--- src/rtl/gspd_pkg.sv ---
// gspd_pkg: shared types, widths, register indexes and the proportional gain table
// for the gain-scheduled steering PD block. No dependencies.
`timescale 1ns / 1ps

package gspd_pkg;

    // Field and datapath widths
    localparam int LEVEL_W  = 16;
    localparam int LIMIT_W  = 8;
    localparam int DEV_W    = 18;
    localparam int EXT_W    = 20;
    localparam int ERR_W    = 18;
    localparam int DIFF_W   = 19;
    localparam int KP_W     = 16;
    localparam int KP_IDX_W = 6;
    localparam int MUL_A_W  = 19;
    localparam int MUL_B_W  = 17;
    localparam int PROD_W   = MUL_A_W + MUL_B_W;
    localparam int ACC_W    = 41;
    localparam int FRAC_W   = 12;
    localparam int STEER_W  = 16;
    localparam int CFG_IDX_W = 3;
    localparam int CFG_W    = 16;

    // Full-lock steering level
    localparam int LOCK_LEVEL = 210;
    localparam logic signed [ACC_W-1:0] LOCK_Q12     = ACC_W'(LOCK_LEVEL * (2 ** FRAC_W));
    localparam logic signed [ACC_W-1:0] LOCK_Q12_NEG = -LOCK_Q12;
    localparam logic signed [STEER_W-1:0] LOCK_STEER     = STEER_W'(LOCK_LEVEL);
    localparam logic signed [STEER_W-1:0] LOCK_STEER_NEG = -LOCK_STEER;

    // Error saturation bounds (18-bit signed) in the extended width
    localparam logic signed [EXT_W-1:0] ERR_MAX = EXT_W'((2 ** (ERR_W - 1)) - 1);
    localparam logic signed [EXT_W-1:0] ERR_MIN = EXT_W'(-(2 ** (ERR_W - 1)));

    // Output saturation bounds and truncate-toward-zero bias
    localparam logic signed [ACC_W-1:0] STEER_MAX = ACC_W'((2 ** (STEER_W - 1)) - 1);
    localparam logic signed [ACC_W-1:0] STEER_MIN = ACC_W'(-(2 ** (STEER_W - 1)));
    localparam logic signed [ACC_W-1:0] TRUNC_BIAS = ACC_W'((2 ** FRAC_W) - 1);

    // Signal-lost thresholds
    localparam logic signed [DEV_W-1:0] LOST_SIDE = DEV_W'(4);
    localparam logic signed [EXT_W-1:0] LOST_MID  = EXT_W'(3);

    // Lock state codes
    localparam logic [1:0] LOCK_NONE  = 2'd0;
    localparam logic [1:0] LOCK_LEFT  = 2'd1;
    localparam logic [1:0] LOCK_RIGHT = 2'd2;

    // Configuration register indexes
    localparam logic [CFG_IDX_W-1:0] CFG_LEFT_BASE  = 3'd0;
    localparam logic [CFG_IDX_W-1:0] CFG_MID_BASE   = 3'd1;
    localparam logic [CFG_IDX_W-1:0] CFG_RIGHT_BASE = 3'd2;
    localparam logic [CFG_IDX_W-1:0] CFG_LEFT_LIM   = 3'd3;
    localparam logic [CFG_IDX_W-1:0] CFG_RIGHT_LIM  = 3'd4;
    localparam logic [CFG_IDX_W-1:0] CFG_MID_LIM    = 3'd5;
    localparam logic [CFG_IDX_W-1:0] CFG_DERIV_GAIN = 3'd6;

    // Proportional gain in Q4.12, indexed by |error| below 64; saturated above
    localparam logic [KP_W-1:0] KP_SAT = '1;
    localparam logic [KP_W-1:0] KP_TABLE [2 ** KP_IDX_W] = '{
        16'd0,     16'd702,   16'd1404,  16'd2106,  16'd2808,  16'd3510,  16'd4212,  16'd4915,
        16'd5909,  16'd6904,  16'd7899,  16'd8893,  16'd9888,  16'd10883, 16'd11878, 16'd13516,
        16'd15154, 16'd16793, 16'd18431, 16'd20070, 16'd21708, 16'd23347, 16'd24657, 16'd25968,
        16'd27279, 16'd28589, 16'd29900, 16'd31211, 16'd32521, 16'd33832, 16'd35143, 16'd36454,
        16'd37764, 16'd39075, 16'd40386, 16'd41696, 16'd43007, 16'd44318, 16'd45628, 16'd46939,
        16'd48250, 16'd49561, 16'd50871, 16'd52182, 16'd53493, 16'd54803, 16'd56114, 16'd57425,
        16'd58735, 16'd60046, 16'd61357, 16'd62668, 16'd63978, 16'd65289, 16'd65535, 16'd65535,
        16'd65535, 16'd65535, 16'd65535, 16'd65535, 16'd65535, 16'd65535, 16'd65535, 16'd65535
    };

    // Channel payloads
    typedef struct packed {
        logic [LEVEL_W-1:0] left_level;
        logic [LEVEL_W-1:0] middle_level;
        logic [LEVEL_W-1:0] right_level;
    } in_item_t;

    typedef struct packed {
        logic signed [STEER_W-1:0] steer_value;
        logic                      held_at_lock;
        logic [1:0]                lock_state;
    } out_item_t;

    // Control of the shared multiply-accumulate unit
    typedef struct packed {
        logic mul_en;    // register a*b
        logic acc_load;  // acc = product
        logic acc_add;   // acc += product << FRAC_W
    } mac_ctrl_t;

endpackage

--- src/rtl/gspd_mac.sv ---
// gspd_mac: shared signed multiplier with a registered product and accumulator.
// Depends on gspd_pkg.
`timescale 1ns / 1ps

module gspd_mac (
    input  logic                                  clk,
    input  gspd_pkg::mac_ctrl_t                   ctrl,
    input  logic signed [gspd_pkg::MUL_A_W-1:0]   a,
    input  logic signed [gspd_pkg::MUL_B_W-1:0]   b,
    output logic signed [gspd_pkg::ACC_W-1:0]     acc
);

    logic signed [gspd_pkg::PROD_W-1:0] prod_reg;
    logic signed [gspd_pkg::ACC_W-1:0]  acc_reg;
    logic signed [gspd_pkg::ACC_W-1:0]  prod_ext;

    assign prod_ext = gspd_pkg::ACC_W'(prod_reg);
    assign acc      = acc_reg;

    // Product register
    always_ff @(posedge clk)
    begin
        if (ctrl.mul_en)
        begin
            prod_reg <= a * b;
        end
    end

    // Accumulator: load plain, add scaled to Q.12
    always_ff @(posedge clk)
    begin
        if (ctrl.acc_load)
        begin
            acc_reg <= prod_ext;
        end
        else if (ctrl.acc_add)
        begin
            acc_reg <= acc_reg + (prod_ext <<< gspd_pkg::FRAC_W);
        end
    end

endmodule

--- src/rtl/gain_scheduled_steering_pd.sv ---
// gain_scheduled_steering_pd: top level, sequencer, config registers and output stage.
// Depends on gspd_pkg and gspd_mac.
`timescale 1ns / 1ps

// Channel   Direction  Handshake             Payload
// in        input      in_valid / in_ready   in_data   (gspd_pkg::in_item_t)
// out       output     out_valid / out_ready out_data  (gspd_pkg::out_item_t)
// cfg       input      cfg_we                cfg_index, cfg_data
//
// The result register loads on the edge that returns the sequencer to idle, where in_ready
// rises again, so no new transaction is taken until the last is through. The sequencer
// walks deviation, error, gain, two multiplies on the shared unit and an accumulate, or
// goes from error straight to the result under the signal-lost hold. in_ready is high
// only in idle. The result register holds one transaction; a stalled out channel holds
// the sequencer in its final step. Reset clears state and loads register defaults.

module gain_scheduled_steering_pd (
    input  logic                               clk,
    input  logic                               rst_n,
    input  logic                               in_valid,
    output logic                               in_ready,
    input  gspd_pkg::in_item_t                 in_data,
    output logic                               out_valid,
    input  logic                               out_ready,
    output gspd_pkg::out_item_t                out_data,
    input  logic                               cfg_we,
    input  logic [gspd_pkg::CFG_IDX_W-1:0]     cfg_index,
    input  logic [gspd_pkg::CFG_W-1:0]         cfg_data
);

    typedef enum logic [7:0] {
        ST_IDLE = 8'b0000_0001,
        ST_DEV  = 8'b0000_0010,
        ST_ERR  = 8'b0000_0100,
        ST_GAIN = 8'b0000_1000,
        ST_MUL1 = 8'b0001_0000,
        ST_MUL2 = 8'b0010_0000,
        ST_ACC  = 8'b0100_0000,
        ST_DONE = 8'b1000_0000
    } state_t;

    state_t state_reg, state_next;

    // Configuration registers
    logic [gspd_pkg::LEVEL_W-1:0] left_base_reg, mid_base_reg, right_base_reg;
    logic [gspd_pkg::LIMIT_W-1:0] left_lim_reg, right_lim_reg, mid_lim_reg, dgain_reg;

    // Controller state
    logic [1:0]                          lock_mode_reg;
    logic signed [gspd_pkg::ERR_W-1:0]   prev_err_reg;

    // Working registers
    gspd_pkg::in_item_t                  in_reg;
    logic signed [gspd_pkg::DEV_W-1:0]   dl_reg, dr_reg, dm_reg;
    logic signed [gspd_pkg::DEV_W-1:0]   dl_next, dr_next, dm_next;
    logic signed [gspd_pkg::ERR_W-1:0]   err_reg, err_next;
    logic signed [gspd_pkg::DIFF_W-1:0]  diff_reg, diff_next;
    logic [gspd_pkg::KP_W-1:0]           kp_reg, kp_next;
    logic                                hold_reg, lost;

    // Output stage
    logic                                out_valid_reg;
    gspd_pkg::out_item_t                 out_reg, result;
    logic                                commit;

    // Shared unit
    gspd_pkg::mac_ctrl_t                 mac_ctrl;
    logic signed [gspd_pkg::MUL_A_W-1:0] mac_a;
    logic signed [gspd_pkg::MUL_B_W-1:0] mac_b;
    logic signed [gspd_pkg::ACC_W-1:0]   mac_acc;

    assign in_ready  = (state_reg == ST_IDLE);
    assign out_valid = out_valid_reg;
    assign out_data  = out_reg;
    assign commit    = (state_reg == ST_DONE) && (!out_valid_reg || out_ready);

    // Configuration writes
    always_ff @(posedge clk or negedge rst_n)
    begin
        if (!rst_n)
        begin
            left_base_reg  <= '0;
            mid_base_reg   <= '0;
            right_base_reg <= '0;
            left_lim_reg   <= 8'd17;
            right_lim_reg  <= 8'd19;
            mid_lim_reg    <= 8'd14;
            dgain_reg      <= 8'd37;
        end
        else if (cfg_we)
        begin
            case (cfg_index)
                gspd_pkg::CFG_LEFT_BASE:  left_base_reg  <= cfg_data;
                gspd_pkg::CFG_MID_BASE:   mid_base_reg   <= cfg_data;
                gspd_pkg::CFG_RIGHT_BASE: right_base_reg <= cfg_data;
                gspd_pkg::CFG_LEFT_LIM:   left_lim_reg   <= cfg_data[gspd_pkg::LIMIT_W-1:0];
                gspd_pkg::CFG_RIGHT_LIM:  right_lim_reg  <= cfg_data[gspd_pkg::LIMIT_W-1:0];
                gspd_pkg::CFG_MID_LIM:    mid_lim_reg    <= cfg_data[gspd_pkg::LIMIT_W-1:0];
                gspd_pkg::CFG_DERIV_GAIN: dgain_reg      <= cfg_data[gspd_pkg::LIMIT_W-1:0];
                default: ;
            endcase
        end
    end

    // Sequencer
    always_comb
    begin
        state_next = state_reg;
        case (state_reg)
            ST_IDLE: if (in_valid) state_next = ST_DEV;
            ST_DEV:  state_next = ST_ERR;
            ST_ERR:  state_next = lost ? ST_DONE : ST_GAIN;
            ST_GAIN: state_next = ST_MUL1;
            ST_MUL1: state_next = ST_MUL2;
            ST_MUL2: state_next = ST_ACC;
            ST_ACC:  state_next = ST_DONE;
            ST_DONE: if (commit) state_next = ST_IDLE;
            default: state_next = ST_IDLE;
        endcase
    end

    always_ff @(posedge clk or negedge rst_n)
    begin
        if (!rst_n)
        begin
            state_reg <= ST_IDLE;
        end
        else
        begin
            state_reg <= state_next;
        end
    end

    // Deviations: subtract baselines, clip sides, middle forced to zero or below
    always_comb
    begin
        logic signed [gspd_pkg::DEV_W-1:0] dl_raw, dr_raw, lc_s, rc_s;
        dl_raw = $signed({2'b00, in_reg.left_level}) - $signed({2'b00, left_base_reg});
        dr_raw = $signed({2'b00, in_reg.right_level}) - $signed({2'b00, right_base_reg});
        lc_s   = $signed({{(gspd_pkg::DEV_W - gspd_pkg::LIMIT_W){1'b0}}, left_lim_reg});
        rc_s   = $signed({{(gspd_pkg::DEV_W - gspd_pkg::LIMIT_W){1'b0}}, right_lim_reg});
        dl_next = (dl_raw > lc_s) ? lc_s : dl_raw;
        dr_next = (dr_raw > rc_s) ? rc_s : dr_raw;
        if (in_reg.middle_level > mid_base_reg)
        begin
            dm_next = '0;
        end
        else
        begin
            dm_next = $signed({2'b00, in_reg.middle_level}) - $signed({2'b00, mid_base_reg});
        end
    end

    // Signal-lost check and position error
    always_comb
    begin
        logic signed [gspd_pkg::EXT_W-1:0] dl_x, dr_x, dm_x, lc_x, rc_x, mc_x, e_raw;
        logic                              locked;
        dl_x = gspd_pkg::EXT_W'(dl_reg);
        dr_x = gspd_pkg::EXT_W'(dr_reg);
        dm_x = gspd_pkg::EXT_W'(dm_reg);
        lc_x = $signed({{(gspd_pkg::EXT_W - gspd_pkg::LIMIT_W){1'b0}}, left_lim_reg});
        rc_x = $signed({{(gspd_pkg::EXT_W - gspd_pkg::LIMIT_W){1'b0}}, right_lim_reg});
        mc_x = $signed({{(gspd_pkg::EXT_W - gspd_pkg::LIMIT_W){1'b0}}, mid_lim_reg});

        locked = (lock_mode_reg == gspd_pkg::LOCK_LEFT) ||
                 (lock_mode_reg == gspd_pkg::LOCK_RIGHT);
        lost = locked && (dl_reg < gspd_pkg::LOST_SIDE) && (dr_reg < gspd_pkg::LOST_SIDE) &&
               (dm_x < (gspd_pkg::LOST_MID - mc_x));

        if (dl_reg >= dr_reg)
        begin
            e_raw = (dm_x >= -mc_x) ? -dm_x : (-dm_x + lc_x - dl_x);
        end
        else
        begin
            e_raw = (dm_x >= -mc_x) ? dm_x : (dm_x - rc_x + dr_x);
        end

        if (e_raw > gspd_pkg::ERR_MAX)
        begin
            err_next = gspd_pkg::ERR_MAX[gspd_pkg::ERR_W-1:0];
        end
        else if (e_raw < gspd_pkg::ERR_MIN)
        begin
            err_next = gspd_pkg::ERR_MIN[gspd_pkg::ERR_W-1:0];
        end
        else
        begin
            err_next = e_raw[gspd_pkg::ERR_W-1:0];
        end
    end

    // Gain lookup on |error| and change of error
    always_comb
    begin
        logic [gspd_pkg::ERR_W-1:0] mag;
        mag = err_reg[gspd_pkg::ERR_W-1] ? gspd_pkg::ERR_W'(-err_reg) : err_reg;
        if (mag[gspd_pkg::ERR_W-1:gspd_pkg::KP_IDX_W] != '0)
        begin
            kp_next = gspd_pkg::KP_SAT;
        end
        else
        begin
            kp_next = gspd_pkg::KP_TABLE[mag[gspd_pkg::KP_IDX_W-1:0]];
        end
        diff_next = gspd_pkg::DIFF_W'(err_reg) - gspd_pkg::DIFF_W'(prev_err_reg);
    end

    // Working registers
    always_ff @(posedge clk)
    begin
        if (in_valid && in_ready)
        begin
            in_reg <= in_data;
        end
        if (state_reg == ST_DEV)
        begin
            dl_reg <= dl_next;
            dr_reg <= dr_next;
            dm_reg <= dm_next;
        end
        if (state_reg == ST_ERR)
        begin
            err_reg  <= err_next;
            hold_reg <= lost;
        end
        if (state_reg == ST_GAIN)
        begin
            kp_reg   <= kp_next;
            diff_reg <= diff_next;
        end
    end

    // Shared unit: kp*e, then derivative_gain*(e - previous), then accumulate
    always_comb
    begin
        mac_ctrl.mul_en   = (state_reg == ST_MUL1) || (state_reg == ST_MUL2);
        mac_ctrl.acc_load = (state_reg == ST_MUL2);
        mac_ctrl.acc_add  = (state_reg == ST_ACC);
        if (state_reg == ST_MUL2)
        begin
            mac_a = diff_reg;
            mac_b = $signed({{(gspd_pkg::MUL_B_W - gspd_pkg::LIMIT_W){1'b0}}, dgain_reg});
        end
        else
        begin
            mac_a = gspd_pkg::MUL_A_W'(err_reg);
            mac_b = $signed({1'b0, kp_reg});
        end
    end

    gspd_mac u_mac (
        .clk  (clk),
        .ctrl (mac_ctrl),
        .a    (mac_a),
        .b    (mac_b),
        .acc  (mac_acc)
    );

    // Result: truncate toward zero, saturate, classify lock
    always_comb
    begin
        logic signed [gspd_pkg::ACC_W-1:0] q_full;
        logic signed [gspd_pkg::ACC_W-1:0] q_sat;
        logic [1:0]                        mode;
        if (mac_acc[gspd_pkg::ACC_W-1])
        begin
            q_full = (mac_acc + gspd_pkg::TRUNC_BIAS) >>> gspd_pkg::FRAC_W;
        end
        else
        begin
            q_full = mac_acc >>> gspd_pkg::FRAC_W;
        end
        if (q_full > gspd_pkg::STEER_MAX)
        begin
            q_sat = gspd_pkg::STEER_MAX;
        end
        else if (q_full < gspd_pkg::STEER_MIN)
        begin
            q_sat = gspd_pkg::STEER_MIN;
        end
        else
        begin
            q_sat = q_full;
        end
        if (mac_acc >= gspd_pkg::LOCK_Q12)
        begin
            mode = gspd_pkg::LOCK_LEFT;
        end
        else if (mac_acc <= gspd_pkg::LOCK_Q12_NEG)
        begin
            mode = gspd_pkg::LOCK_RIGHT;
        end
        else
        begin
            mode = gspd_pkg::LOCK_NONE;
        end

        if (hold_reg)
        begin
            result.steer_value  = (lock_mode_reg == gspd_pkg::LOCK_LEFT) ?
                                  gspd_pkg::LOCK_STEER : gspd_pkg::LOCK_STEER_NEG;
            result.held_at_lock = 1'b1;
            result.lock_state   = lock_mode_reg;
        end
        else
        begin
            result.steer_value  = q_sat[gspd_pkg::STEER_W-1:0];
            result.held_at_lock = 1'b0;
            result.lock_state   = mode;
        end
    end

    // Controller state update on a computed result
    always_ff @(posedge clk or negedge rst_n)
    begin
        if (!rst_n)
        begin
            lock_mode_reg <= gspd_pkg::LOCK_NONE;
            prev_err_reg  <= '0;
        end
        else if (commit && !hold_reg)
        begin
            lock_mode_reg <= result.lock_state;
            prev_err_reg  <= err_reg;
        end
    end

    // Output register
    always_ff @(posedge clk or negedge rst_n)
    begin
        if (!rst_n)
        begin
            out_valid_reg <= 1'b0;
        end
        else if (commit)
        begin
            out_valid_reg <= 1'b1;
        end
        else if (out_ready)
        begin
            out_valid_reg <= 1'b0;
        end
    end

    always_ff @(posedge clk)
    begin
        if (commit)
        begin
            out_reg <= result;
        end
    end

    // Checks
    a_lock_code: assert property (@(posedge clk) disable iff (!rst_n)
        lock_mode_reg != 2'b11)
        else $error("lock mode holds an unused code");

    a_hold_keeps_state: assert property (@(posedge clk) disable iff (!rst_n)
        (commit && hold_reg) |=> ($stable(prev_err_reg) && $stable(lock_mode_reg)))
        else $error("held result changed controller state");

    a_hold_locked: assert property (@(posedge clk) disable iff (!rst_n)
        (out_valid && out_data.held_at_lock) |->
        ((out_data.lock_state == gspd_pkg::LOCK_LEFT &&
          out_data.steer_value == gspd_pkg::LOCK_STEER) ||
         (out_data.lock_state == gspd_pkg::LOCK_RIGHT &&
          out_data.steer_value == gspd_pkg::LOCK_STEER_NEG)))
        else $error("held result is not a full-lock value");

    a_accept_starts: assert property (@(posedge clk) disable iff (!rst_n)
        (in_valid && in_ready) |=> (state_reg == ST_DEV))
        else $error("accepted transaction did not start the sequencer");

endmodule
--- config.mk ---
export PLATFORM = sky130hd
export DESIGN_NAME = gain_scheduled_steering_pd
export DESIGN_NICKNAME = d
export VERILOG_FILES = /design/src/rtl/gspd_pkg.sv /design/src/rtl/gspd_mac.sv /design/src/rtl/gain_scheduled_steering_pd.sv
export SDC_FILE = /design/constraint.sdc
export NUM_CORES = 2
export LEC_CHECK = 0
export BUFFER_PORTS_ARGS = -buffer_cell sky130_fd_sc_hd__buf_4
export CORE_ASPECT_RATIO = 1.5
export CORE_UTILIZATION = 50
export CTS_CLUSTER_DIAMETER = 30
export DETAILED_ROUTE_END_ITERATION = 6
export PLACE_DENSITY = 0.66
export SLEW_MARGIN = 15
export SYNTH_ARGS = -nofsm -noshare
export SYNTH_HDL_FRONTEND = slang
export SYNTH_SLANG_ARGS = --single-unit
--- constraint.sdc ---
create_clock -name clk -period 14.6 [get_ports clk]
set_clock_uncertainty 0.05 [all_clocks]
set_input_delay 0.73 -clock clk [delete_from_list [all_inputs] [get_ports clk]]
set_output_delay 0.73 -clock clk [all_outputs]
set_load 0.005 [all_outputs]
==> metrics.cfg <==
[run_status]
run_status = finished, final reports clean

[cts]
cts_hold_buf = 0
cts_tree = done
cts_setup_buffers = 0
cts_buffer_depth = 3
ctsResizeCount = 0
cts_made_buffers = 60
clock-sinks = 358
clk_pin_slew_ps = 50
htreeDepth = 2
root_buffer = clkbuf_16
clock_latency_ps = 660

[setup_path]
critical-path-top-delay-family = adder cells
cp_num_buf_inv = 6
worstReg2RegStart = state_reg[7]$_DFFE_PN0P_
worstSetupPathType = reg -> reg
cp-start-kind = flop
endpoint_kind = flop
worstPathRequired_ps = 14920
crit_path_start = state_reg[7]$_DFFE_PN0P_
worst-path-max-fanout = 71
slowest_stage = nand4b_1
slowest_delay_ps = 710
critPathMostFrequentCell = fa_1
arrival_ps = 9340

[global_routing]
grt_pass1_vias = 28500
grt_pass1_wl_um = 148000
grt_max_degree = 72
grtUsageTotal = 0.255
antenna_found_initial = 0
grt_remaining_overflow = 0

[timing]
clock.fmax_mhz = 111
rsz0062_at_grt = no
setup_violations = 0
tns_ps = 0
worst_pin_slew_ps = 1120
relSlewSlack = 0.256
finalHoldViolCount = 0
min_period_ps = 9020
fin_crit_sh = 0.618
drv_slew = 0

[route]
viasPerCell = 5.61
drtIter0Drc = 1558
wl_per_cell_um = 18.8
firstDrtPassIters = 6
final_antenna_net_count = 0
num_vias = 27800
drc_errors = 0
drt_wl_total_um = 93100

[place]
place_hpwl_um = 76100
port-buffer-count = 92
place_area_um2 = 37900
gpl.final_weighted_congestion = 0.969

[floorplanning]
dieWidth_um = 222
coreArea_um2 = 71500
dieArea_um2 = 73500
ios = 93
die_h_um = 332
start_util = 0.507
rows = 120

[cells_and_area]
multi_input_area_um2 = 23200
fillers = 6458
drive_above_1_share = 0.0832
n_antenna_cell = 0
final_cell_area_um2 = 39900
largest_reg_flops = 48
finalNetCount = 4717
regArea_um2 = 10200
area_delta_synth_final_pct = 10.3

[synth]
synthesis.nets = 4658
syn_avg_cell_area_um2 = 9.22
synthCells = 3927
synth_warnings = 0
netlist_area_um2 = 36200
synth-async-reset-ratio = 0.304
synth.distinct_cells = 78
ys_seq_area_frac = 0.282
postSynthRegisterBits = 358
synth_edf_count = 249
synth_flop_cell = edfxtp_1

[hold_path]
hold_path_class = in -> async

[job]
maxCapViolations = 0

per-layer routing:
metal | part of all wire | global-route usage
met4 | 0.060 | 0.143
met2 | 0.56 | 0.508
met5 | 0 | 0
met1 | 0.35 | 0.250
met3 | 0.037 | 0.0291
logic make-up after synthesis:
group           share of synthesized area
flops                               0.282
fa+ha+maj                           0.296
compound gates                      0.124
buf+inv                            0.0786
xor+xnor                           0.0460
simple gates                        0.149
mux                                0.0239
final cells by class:
type,instances,area share
clock buffers,64,0.0382
clock inverters,50,0.0126
repair buffers,131,0.0246
flip-flops and latches,358,0.256
multi-input cells,2813,0.582
well taps,915,0.0287
inverters,622,0.0584
metrics by stage:
step / worst slack, ps / util / cells / hold WS, ps
5_1_grt: 4980 / 0.559 / 4953 / 138
4_1_cts: 5620 / 0.559 / 4953 / 94.8
6_report: 5580 / 0.559 / 4953 / 91.9
2_1_floorplan: 6870 / - / 3927 / 384
3_5_place_dp: 5660 / 0.531 / 4839 / 430
3_3_place_gp: 5840 / 0.531 / 4839 / 421
synth_stat cells (10+ instances only):
cell / number / area share
o21ai_0: 234 / 0.032
a21o_1: 47 / 0.0097
o21a_1: 44 / 0.0091
xnor2_1: 125 / 0.030
o22ai_1: 12 / 0.0021
and3_1: 68 / 0.012
edfxtp_1: 249 / 0.21
nand2_1: 480 / 0.050
mux2_2: 45 / 0.014
nor2b_1: 27 / 0.0047
mux2i_1: 36 / 0.010
a21oi_1: 156 / 0.022
a31oi_1: 20 / 0.0035
a211oi_1: 44 / 0.0091
dfstp_2: 12 / 0.0087
ha_1: 331 / 0.11
inv_1: 620 / 0.064
o31ai_1: 15 / 0.0031
o311ai_0: 10 / 0.0024
nor3b_1: 13 / 0.0027
nor3_1: 68 / 0.0094
o21bai_1: 18 / 0.0037
nor2_1: 260 / 0.027
and2_1: 44 / 0.0076
nand2b_1: 21 / 0.0036
dfrtp_1: 97 / 0.067
or2_2: 17 / 0.0029
nand3_1: 56 / 0.0077
nand4_1: 29 / 0.0050
nor4_1: 29 / 0.0050
a21boi_0: 10 / 0.0021
clkbuf_1: 127 / 0.013
fa_1: 328 / 0.18
or3_1: 20 / 0.0035
xor2_1: 65 / 0.016
o211ai_1: 23 / 0.0048
placed cells by master, fill, tap and decap left out, drive strengths merged, types with 9 or more instances in the layout:
cell type | synthesis | routed
o22ai | 12 | 12
mux2 | 45 | 45
or2 | 18 | 18
nor2b | 27 | 27
or3 | 20 | 20
o21bai | 18 | 18
dfstp | 12 | 12
and3 | 68 | 68
a31oi | 20 | 20
o211ai | 23 | 23
nand2 | 480 | 480
edfxtp | 249 | 249
nor3 | 68 | 68
ha | 331 | 331
clkinv | 2 | 29
nand4 | 29 | 29
a21boi | 10 | 10
buf | 7 | 131
a211oi | 44 | 44
inv | 620 | 631
o311ai | 10 | 10
nor4 | 30 | 30
o31ai | 15 | 15
mux2i | 36 | 36
and2 | 45 | 45
nand2b | 21 | 21
a21oi | 156 | 156
xnor2 | 125 | 125
o21ai | 234 | 234
dfrtp | 97 | 97
o21a | 44 | 44
or4 | 9 | 9
a21o | 47 | 47
fa | 328 | 328
nor3b | 13 | 13
clkbuf | 127 | 64
xor2 | 65 | 65
nand3 | 56 | 56
nor2 | 260 | 260
worst paths after layout:
check | to | slack (ps) | cells past startpoint
min reg2reg | prev_err_reg[0]$_DFFE_PN0P_ | 440 | 2
min in group clk | in_reg[33]$_DFFE_PP_ | 200 | 1
min | mid_base_reg[8]$_DFFE_PN0P_ | 90 | 1
max | u_mac.prod_reg[34]$_DFFE_PP_ | 5580 | 27
max reg2reg | u_mac.prod_reg[34]$_DFFE_PP_ | 5580 | 27
max in group asynchronous | state_reg[3]$_DFFE_PN0P_ | 13160 | 2
Power is left out: the tool's default activity adds up to more than one toggle a clock period on the data nets, which glitch-free logic cannot reach.
